**config.mk**
```make
export PLATFORM = sky130hd
export DESIGN_NAME = tbfe_ctrl
export DESIGN_NICKNAME = d
export VERILOG_FILES = /design/src/rtl/tbfe_pkg.sv /design/src/rtl/tbfe_ctrl.sv
export SDC_FILE = /design/constraint.sdc
export NUM_CORES = 1
export LEC_CHECK = 0
export CORE_ASPECT_RATIO = 1.25
export CORE_UTILIZATION = 35
export DETAILED_ROUTE_END_ITERATION = 16
export DONT_BUFFER_PORTS = 1
export GPL_ROUTABILITY_DRIVEN = 0
export PLACE_DENSITY = 0.53
export SETUP_SLACK_MARGIN = 0.2
export SLEW_MARGIN = 40
export SYNTH_ARGS = -nofsm -noshare
export SYNTH_HDL_FRONTEND = slang
export SYNTH_SLANG_ARGS = --single-unit
export TNS_END_PERCENT = 30
```
**constraint.sdc**
```tcl
create_clock -name clk_i -period 2.2 [get_ports clk_i]
set_clock_uncertainty 0.2 [all_clocks]
set_input_delay 0.22 -clock clk_i [delete_from_list [all_inputs] [get_ports clk_i]]
set_output_delay 0.22 -clock clk_i [all_outputs]
set_load 0.005 [all_outputs]
```
**src/rtl/tbfe_pkg.sv**
```systemverilog
`timescale 1ns / 1ps
// ----------------------------------------------------------------------------
// tbfe_pkg
// Shared types, constants and codes for the three-band FIR equalizer.
// ----------------------------------------------------------------------------
package tbfe_pkg;

  // Filter geometry
  localparam int unsigned TAPS      = 160;
  localparam int unsigned FRAC_BITS = 15;

  // Field widths fixed by the item format
  localparam int unsigned SAMPLE_W = 16;
  localparam int unsigned COEF_W   = 16;
  localparam int unsigned GAIN_W   = 15;
  localparam int unsigned TAP_IN_W = 8;

  // Derived widths
  localparam int unsigned ADDR_W      = (TAPS > 1) ? $clog2(TAPS) : 1;
  localparam int unsigned FILL_W      = $clog2(TAPS + 1);
  localparam int unsigned PROD1_W     = SAMPLE_W + COEF_W;
  localparam int unsigned PROD2_W     = PROD1_W + GAIN_W + 1;
  localparam int unsigned ACC_W       = PROD2_W + $clog2(3 * TAPS);
  localparam int unsigned SCALE_SHIFT = GAIN_W + FRAC_BITS;
  localparam int unsigned Q_W         = ACC_W - SCALE_SHIFT;

  // Output range
  localparam int SAMPLE_MAX = 32767;
  localparam int SAMPLE_MIN = -32768;

  // Operation codes
  localparam logic OP_FILTER = 1'b0;
  localparam logic OP_LOAD   = 1'b1;

  // Coefficient bank codes
  localparam logic [1:0] BAND_LOW  = 2'd0;
  localparam logic [1:0] BAND_MID  = 2'd1;
  localparam logic [1:0] BAND_HIGH = 2'd2;

  // Configuration register indexes
  localparam int unsigned CFG_IDX_W = 2;
  localparam logic [CFG_IDX_W-1:0] REG_GAIN_LOW  = 2'd0;
  localparam logic [CFG_IDX_W-1:0] REG_GAIN_MID  = 2'd1;
  localparam logic [CFG_IDX_W-1:0] REG_GAIN_HIGH = 2'd2;

  // Gain reset values (unsigned Q0.15: about 0.1, 0.5, 0.9)
  localparam logic [GAIN_W-1:0] GAIN_LOW_RST  = 15'd3277;
  localparam logic [GAIN_W-1:0] GAIN_MID_RST  = 15'd16384;
  localparam logic [GAIN_W-1:0] GAIN_HIGH_RST = 15'd29491;

  typedef struct packed {
    logic                       operation;
    logic [1:0]                 band_select;
    logic [TAP_IN_W-1:0]        tap_index;
    logic signed [COEF_W-1:0]   coefficient;
    logic signed [SAMPLE_W-1:0] sample_in;
  } in_item_t;

  typedef struct packed {
    logic signed [SAMPLE_W-1:0] sample_out;
    logic                       saturated;
  } out_item_t;

  typedef enum logic [1:0] {
    ST_IDLE,
    ST_MAC,
    ST_FLUSH
  } state_e;

  // Controller to datapath
  typedef struct packed {
    logic              push_sample;
    logic              load_coef;
    logic              clear_acc;
    logic              issue;
    logic [1:0]        band;
    logic [ADDR_W-1:0] tap;
    logic              load_out;
  } ctrl_cmd_t;

  // Datapath to controller
  typedef struct packed {
    logic pipe_busy;
  } dp_status_t;

endpackage

```
**src/rtl/tbfe_ctrl.sv**
```systemverilog
`timescale 1ns / 1ps
// ----------------------------------------------------------------------------
// tbfe_ctrl
// Sequencer: accepts items, walks the three banks tap by tap through the
// shared MAC, waits for the pipeline to drain and hands off the result.
// ----------------------------------------------------------------------------
module tbfe_ctrl
  import tbfe_pkg::*;
(
  input  logic       clk_i,
  input  logic       rst_ni,
  input  logic       in_valid_i,
  output logic       in_ready_o,
  input  logic       in_operation_i,
  output logic       out_valid_o,
  input  logic       out_ready_i,
  input  dp_status_t status_i,
  output ctrl_cmd_t  cmd_o
);

  localparam logic [ADDR_W-1:0] LAST_TAP = ADDR_W'(TAPS - 1);

  state_e            state_q, state_d;
  logic [ADDR_W-1:0] tap_q, tap_d;
  logic [1:0]        band_q, band_d;
  logic              out_valid_q, out_valid_d;
  logic              last_step;

  assign last_step = (band_q == BAND_HIGH) && (tap_q == LAST_TAP);

  // State and counters
  always_ff @(posedge clk_i or negedge rst_ni) begin
    if (!rst_ni) begin
      state_q     <= ST_IDLE;
      tap_q       <= '0;
      band_q      <= BAND_LOW;
      out_valid_q <= 1'b0;
    end else begin
      state_q     <= state_d;
      tap_q       <= tap_d;
      band_q      <= band_d;
      out_valid_q <= out_valid_d;
    end
  end

  // Next state and commands
  always_comb begin
    state_d           = state_q;
    tap_d             = tap_q;
    band_d            = band_q;
    in_ready_o        = 1'b0;
    cmd_o             = '0;
    cmd_o.tap         = tap_q;
    cmd_o.band        = band_q;
    case (state_q)
      ST_IDLE: begin
        in_ready_o = 1'b1;
        if (in_valid_i) begin
          if (in_operation_i == OP_LOAD) begin
            cmd_o.load_coef = 1'b1;
          end else begin
            cmd_o.push_sample = 1'b1;
            cmd_o.clear_acc   = 1'b1;
            tap_d             = '0;
            band_d            = BAND_LOW;
            state_d           = ST_MAC;
          end
        end
      end
      ST_MAC: begin
        cmd_o.issue = 1'b1;
        if (last_step) begin
          state_d = ST_FLUSH;
        end else if (tap_q == LAST_TAP) begin
          tap_d  = '0;
          band_d = band_q + 2'd1;
        end else begin
          tap_d = tap_q + 1'b1;
        end
      end
      ST_FLUSH: begin
        if (!status_i.pipe_busy && (!out_valid_q || out_ready_i)) begin
          cmd_o.load_out = 1'b1;
          state_d        = ST_IDLE;
        end
      end
      default: state_d = ST_IDLE;
    endcase
  end

  // Hold a result until it is transferred
  always_comb begin
    out_valid_d = out_valid_q;
    if (cmd_o.load_out) begin
      out_valid_d = 1'b1;
    end else if (out_ready_i) begin
      out_valid_d = 1'b0;
    end
  end

  assign out_valid_o = out_valid_q;

  // The pipeline is empty whenever new items can be taken
  a_idle_pipe_empty : assert property (@(posedge clk_i) disable iff (!rst_ni)
    state_q == ST_IDLE |-> !status_i.pipe_busy)
    else $error("MAC pipeline busy while idle");

  // The last MAC step hands over to the drain phase
  a_last_to_flush : assert property (@(posedge clk_i) disable iff (!rst_ni)
    (state_q == ST_MAC && last_step) |=> state_q == ST_FLUSH)
    else $error("sequencer missed the end of the tap walk");

  // Issued taps and banks stay in range
  a_issue_range : assert property (@(posedge clk_i) disable iff (!rst_ni)
    cmd_o.issue |-> (int'(tap_q) < TAPS) && (band_q != 2'd3))
    else $error("tap or band counter out of range");

  // A pending result is never overwritten
  a_no_overwrite : assert property (@(posedge clk_i) disable iff (!rst_ni)
    cmd_o.load_out |-> (!out_valid_q || out_ready_i))
    else $error("result register overwritten");

endmodule

```
# After elaboration in Yosys (flattened, before gate mapping)
# Cells that the tools add are included.
[word_totals]
ram_bits = 0
ff_bits = 13
latch_bits = 0
inputBits = 6
wordCells = 52
romBits = 0
memories = 0
[classes]
n_eq_ne = 10
n_div = 0
order_cmp = 0
n_mul = 0
n_reduce_logical = 11
n_mux = 25
shift = 0
addsub = 2
bitwise_logic = 0
[ops]
columns = ["cell", "n"]
rows = [
  ["2-to-1 mux 8 bit", 4],
  ["2-to-1 mux 2 bit", 8],
  ["one-hot mux 8 bit (2 select lines)", 1],
  ["inequality test 2 bit (second input constant)", 6],
  ["adder 8 x 1 -> 8 bit (second input constant)", 1],
  ["equality test 8 bit (second input constant)", 1],
  ["2-to-1 mux 1 bit", 8],
  ["AND reduction 4 bit", 2],
  ["2-to-1 mux 3 bit", 2],
  ["one-hot mux 2 bit (3 select lines)", 1],
  ["AND reduction 5 bit", 1],
  ["equality test 2 bit (second input constant)", 2],
  ["one-hot mux 2 bit (2 select lines)", 1],
  ["nonzero test 2 bit", 2],
  ["adder 2 x 1 -> 2 bit (second input constant)", 1],
  ["equality test 2 x 1 -> 1 bit (second input constant)", 1],
  ["logical AND 1 bit", 2],
  ["zero test 1 bit", 2],
  ["zero test 2 bit", 1],
  ["logical OR 1 bit", 1],
]

# Longest topological paths before layout
# Gate-level depths: netlist (run 1).
[depth]
word_depth = 6
mapped_depth = 8

# Worst setup path before layout (run 1)
# No wires, ideal clock.
[synth_path]
kind = "register to register"
startpoint = "reg tap_q[0]"
endpoint = "reg band_q[1]"
slack_ns = 0.297
arrival_time_ns = 1.639
t_required_ns = 1.936
path_stages_with_launch = 6
path_cell_list = "dfrtp_1 > ha_1 > nand4_4 > or3_4 > a2111oi_2 > a211o_1"
[synth_via]
elab_chain_len = 4
elab_cells_between_ends = 5
[synth_lines]
columns = ["item", "line", "text"]
rows = [
  ["start, declared", "tbfe_ctrl.sv:24", "logic [ADDR_W-1:0] tap_q, tap_d;"],
  ["start signal, assigned", "tbfe_ctrl.sv:40", "tap_q <= tap_d;"],
  ["equality test 8 bit *", "tbfe_ctrl.sv:29, tbfe_ctrl.sv:74", ""],
  ["logical AND 1 bit", "tbfe_ctrl.sv:29", "assign last_step = (band_q == BAND_HIGH) && (tap_q == LAST_TAP);"],
  ["inequality test 2 bit (no source line)", "--", ""],
  ["AND reduction 5 bit (no source line) *", "--", ""],
  ["end signal, assigned", "tbfe_ctrl.sv:41", "band_q <= band_d;"],
  ["end, declared", "tbfe_ctrl.sv:25", "logic [1:0] band_q, band_d;"],
]
# Every way passes the cells marked *; elsewhere a longest branch is shown, timed or not.
# A chain may end at the register's enable or synchronous reset.

# Final worst setup path (run 1)
# Same ends and word-level chain as after synthesis.

==> impl_metrics.yaml, run 1 <==
cells_and_area:
  n_antenna_cell: 0
  area_delta_synth_final_pct: 16.4
  final_util_pct: 43.4
  drive_gt1_share_pct: 25.6
  layoutNonFillerInstCount: 106
  final_common_cell: "dfrtp_1"
  most-common-layout-cells: "dfrtp_1, nand2_1, buf_4"
  nets: 95
clock_network:
  clkLatencyLatePin_ns: 0.28
  root_buffer: "clkbuf_4"
  cts_buffers: 3
  htreeDepth: 1
  clkSlewWorstSetupHoldPaths_ns: 0.08
  cts_tree: "built"
  clock_path_buffers: 2
  cts.sinks: 13
floorplan:
  die_h_microns: 53.7
  core_sq_mm: 0.00200
  initial_core_util_pct: 37.3
  die_w_microns: 43.3
  dieArea_sq_mm: 0.00232
  rows: 18
  io_pins: 23
pwr:
  intPower_w: 0.000577
  switching_power_w: 0.000434
  pwr-share-comb_pct: 39.5
  power_density_mw_per_mm2: 1160
  switching_share_pct: 43.0
  leakagePower_nw: 0.410
  p_clk_share_pct: 14.6
  total_power_w: 0.00101
  p_seq_share_pct: 45.9
  max-vdd-ir-drop_v: 0.000547
routing:
  vias: 623
  ant_nets: 0
  via_per_inst: 5.88
  wl_microns: 1730
  wl_per_cell_microns: 16.3
  drtIter0Drc: 16
  dr.pass1.iters: 13
  drcViolationCount: 5
setup_path:
  cp-end-kind: "flop"
  crit_path_cell_trace: "ha_4, nand4_4, or3_4, a2111oi_2, a211o_1"
  cpPeakStageDelay_ns: 0.43
  required_ns: 2.22
  crit_family: "simple AND/OR/NAND/NOR gates"
  path_class: "flop to flop"
  worst_setup_path_start_kind: "flop"
  cp_max_fo: 5
  crit_slowest_cell: "dfrtp_2"
  crit_arrival_ns: 1.95
  crit_buf_inv: 0
hold_path:
  hp-class: "input port to flop"
sta:
  tightest_slew_ns: 0.585
  finalHoldViolations: 0
  fmax_mhz: 517
  setup_slack_ns: 0.265
  rsz0062_at_grt: "yes"
  setup_tns_ns: 0
  period_needed_ns: 1.93
  setup_viol: 0
  finalCritPeriodShare_pct: 87.9
  maxSlewHeadroom_pct: 60.8
  slew_violations: 0
placement:
  dp_hpwl_microns: 1290
  place_inst: 98
  port_buffers: 0
  detailedPlace.worstSlack_ns: 0.0521
yosys:
  synth_edf_count: 0
  synth_cells: 77
  ys_seq_area_share_pct: 43.6
  synthArstFlopShare_pct: 100
  synth_seq_cells: 13
  yosysWarningCount: 0
  syn-cell-area_sq_um: 747
  syn_nets: 85
  synth_flop_cell: "dfrtp_1"
  yosys.cell_types.count: 35
  syn_avg_cell_area_sq_um: 9.70
grt:
  antenna_found_initial: 0
  grt_remaining_overflow: 0
  grt_usage_pct: 16.6
  grt_pass1_vias: 625
  grt_max_degree: 14
  grt_first_pass_wirelength_microns: 2760
outcome:
  violations: "design-rule violations"
  status: "finished, violations left"
flow_run:
  cap_violations: 0
-- final timing paths --
kind,from,to,slack [ns],cells after the start
min in group asynchronous,rst_ni,tap_q[4],0.18,1
max in group asynchronous,rst_ni,tap_q[0],1.20,1
min,out_ready_i,state_q[1],0.02,3
min reg2reg,tap_q[0],tap_q[0],0.37,1
max,tap_q[0],band_q[1],0.27,5
max reg2reg,tap_q[0],band_q[1],0.27,5
-- cell families (layout without fill, tap and decap cells) --
family,after synthesis,count (layout),share of synthesized area [%]
AND/OR/NAND/NOR,31,31,23.5
AO/OA/AOI/OAI,19,19,19.8
flip-flops,13,13,43.6
buffers and inverters,10,19,7.37
adder cells (fa/ha/maj),2,2,3.35
XOR/XNOR,1,1,1.17
multiplexers,1,1,1.34
-- metrics by stage --
| step | area (sq um) | hold slack, ns |
|---|---|---|
| 2_1_floorplan | 747 | -0.276 |
| 3_3_place_gp | 779 | -0.275 |
| 3_5_place_dp | 779 | -0.275 |
| 4_1_cts | 843 | 0.0194 |
| 5_1_grt | 870 | 0.0234 |
| 6_report | 870 | 0.0159 |
-- power by group through the flow --
| stage | Clock [W] | Combinational [W] | Sequential [W] |
|---|---|---|---|
| finish | 0.000147 | 0.000400 | 0.000464 |
| global placement | 0 | 0.000352 | 0.000455 |
| CTS | 0.000153 | 0.000382 | 0.000454 |
| floorplan | 0 | 0.000258 | 0.000437 |
| global route | 0.000165 | 0.000452 | 0.000480 |
| detailed placement | 0 | 0.000356 | 0.000456 |
-- sequential cells by signal (all words and copies together) (netlist names) --
signal / flops
tap_q: 8
out_valid_o: 1
state_q: 2
band_q: 2
-- what timing repair did --
item                                    in CTS  in global routing
endpoints found under the setup margin       9                  5
hold buffers                                 2                  0
hold endpoints to repair                    14                  0
buffers inserted                             0                  2
resized for setup                            4                  2
pin swaps                                    0                  2
-- cells in the mapped netlist (2+ instances only) --
library cell | n | area (sq um)
nand2_1 | 7 | 26.3
a21oi_1 | 3 | 15.0
and3_1 | 2 | 12.5
nand2b_1 | 2 | 12.5
o31ai_1 | 2 | 15.0
inv_1 | 4 | 15.0
nand3_1 | 4 | 20.0
dfrtp_1 | 13 | 325
nor3_1 | 4 | 20.0
buf_4 | 4 | 30.0
o21ai_0 | 3 | 15.0
nor2_1 | 5 | 18.8
ha_1 | 2 | 25.0
-- area by class of cell --
cell class,instances,area (sq um)
clock buffers,3,22.5
clock inverters,1,5.00
fillers,192,1130
inverters,6,25.0
multi-input cells,54,393
flip-flops and latches,13,327
well taps,20,25.0
repair buffers,9,72.6
-- metal layers --
layer / global-route usage [%] / vias to the layer above / share of wire (%)
met5: 0 / - / 0
met4: 12.5 / 0 / 1.7
met3: 4.70 / 4 / 6.7
met2: 29.5 / 31 / 52
met1: 16.5 / 296 / 40
li1: - / 292 / -
-- worst min-delay path, delay by kind of cell --
family	cells	cell delay, ns
AND/OR/NAND/NOR	2	0.14
AO/OA/AOI/OAI	1	0.09
Note: power is estimated with default switching activity, not from simulation.
==> run 2, diff against run 1 <==
Settings changed: PLACE_DENSITY 0.53 to 0.55.
Clock period 2.2 ns to 1.75 ns, I/O delays scaled along.
==> impl_metrics.yaml, run 2 (synthesis gave the netlist of run 1 again) <==
sta:
  maxSlewHeadroom_pct: 56.2
  finalHoldViolations: 0
  rsz0062_at_grt: "yes"
  setup_viol: 2
  finalCritPeriodShare_pct: 104
  setup_slack_ns: -0.0662
  hold_slack_ns: 0.0290
  period_needed_ns: 1.82
  tightest_slew_ns: 0.655
  slew_violations: 0
  fmax_mhz: 551
setup_path:
  crit_path_cell_trace: "ha_4, nand4_4, or3_4, and3_4, a211o_1"
  crit_arrival_ns: 1.79
  cp-end-kind: "flop"
  rrSetupSlack_ns: -0.07
  crit_family: "simple AND/OR/NAND/NOR gates"
  path_depth: 5
  path_class: "flop to flop"
  cp_max_fo: 4
  rr_worst_depth: 5
  crit_buf_inv: 0
  crit_slowest_cell: "dfrtp_1"
  required_ns: 1.72
  worst_setup_path_start_kind: "flop"
  cpPeakStageDelay_ns: 0.41
pwr:
  max-vdd-ir-drop_v: 0.000705
  switching_share_pct: 40.6
  switching_power_w: 0.000608
  intPower_w: 0.000889
  pwr-share-comb_pct: 53.8
  leakagePower_nw: 0.492
  total_power_w: 0.00150
  power_density_mw_per_mm2: 1430
  p_seq_share_pct: 33.5
  p_clk_share_pct: 12.8
cells_and_area:
  n_antenna_cell: 0
  fillers: 187
  final_common_cell: "buf_4"
  drive_gt1_share_pct: 40.2
  area_delta_synth_final_pct: 40.0
  layoutNonFillerInstCount: 122
  largest_reg_flops: 8
  regMostFlops: "tap_q"
  multi_input_area_sq_um: 445
  top_regs: "tap_q: 8 flops, band_q: 2 flops, state_q: 2 flops"
  nets: 111
  most-common-layout-cells: "buf_4, dfrtp_1, nand2_1"
  seq_area_sq_um: 325
grt:
  grt_max_degree: 14
  antenna_found_initial: 0
  grt_first_pass_wirelength_microns: 3040
  grt_pass1_vias: 741
  grt_remaining_overflow: 0
  grt_usage_pct: 18.3
routing:
  wl_microns: 1940
  ant_nets: 0
  drtIter0Drc: 9
  dr.pass1.iters: 11
  vias: 694
  drcViolationCount: 4
  wl_per_cell_microns: 15.9
  via_per_inst: 5.69
placement:
  place_inst: 114
  dp_hpwl_microns: 1450
  port_buffers: 0
  detailedPlace.worstSlack_ns: -0.110
floorplan:
  core_sq_mm: 0.00200
  io_pins: 23
  die_w_microns: 43.3
  initial_core_util_pct: 37.3
  die_h_microns: 53.7
  dieArea_sq_mm: 0.00232
  rows: 18
flow_run:
  cap_violations: 0
clock_network:
  htreeDepth: 1
  cts.sinks: 13
  clkLatencyLatePin_ns: 0.28
  clock_path_buffers: 2
  clkSlewWorstSetupHoldPaths_ns: 0.08
  cts_tree: "built"
  cts_buffers: 3
  root_buffer: "clkbuf_4"
hold_path:
  hp-class: "input port to flop"
  worstHoldPathCells: 2
outcome:
  status: "finished, violations left"
  violations: "design-rule violations, negative setup slack"
run 2: worst paths after layout:
check	from	end
min in group asynchronous	rst_ni	tap_q[7]
min reg2reg	tap_q[6]	tap_q[6]
min	status_i	out_valid_o
max reg2reg	tap_q[1]	band_q[1]
max	tap_q[1]	band_q[1]
max in group asynchronous	rst_ni	tap_q[2]
run 2: cell type report:
cell class                 instances  area share, %
clock buffer                       4           2.51
inverter                           6           2.39
multi-input combinational         54           42.6
sequential                        13           31.1
tap                               20           2.39
timing repair buffer              25           19.0
run 2: power by group through the flow:
stage	Sequential, W	Clock (W)	Combinational, W
global route	0.000511	0.000207	0.000885
detailed placement	0.000504	0	0.000728
global placement	0.000508	0	0.000703
floorplan	0.000560	0	0.000339
CTS	0.000499	0.000192	0.000766
finish	0.000501	0.000192	0.000805
run 2: metrics by stage:
stage          TNS (ns)  area, sq um  utilization, %
2_1_floorplan    -0.183          759               -
3_3_place_gp     -0.151          912            45.5
3_5_place_dp     -0.523          912            45.5
4_1_cts         -0.0714          993            49.6
5_1_grt          -0.380         1050            52.2
6_report        -0.0916         1050            52.2
run 2: per-layer routing:
metal | vias up | part of all wire [%] | track usage [%]
met1 | 343 | 37 | 18.4
li1 | 326 | - | -
met5 | - | 0 | 0
met3 | 7 | 3.8 | 3.36
met2 | 18 | 57 | 34.3
met4 | 0 | 2.7 | 12.0
run 2: what timing repair did:
| item | 4_1_cts | 5_1_grt |
|---|---|---|
| setup endpoints to repair | 13 | 16 |
| endpoints found under the hold margin | 14 | 0 |
| hold buffers | 3 | 0 |
| setup buffers | 1 | 0 |
| gates resized for setup | 4 | 9 |
| pin swaps | 2 | 3 |
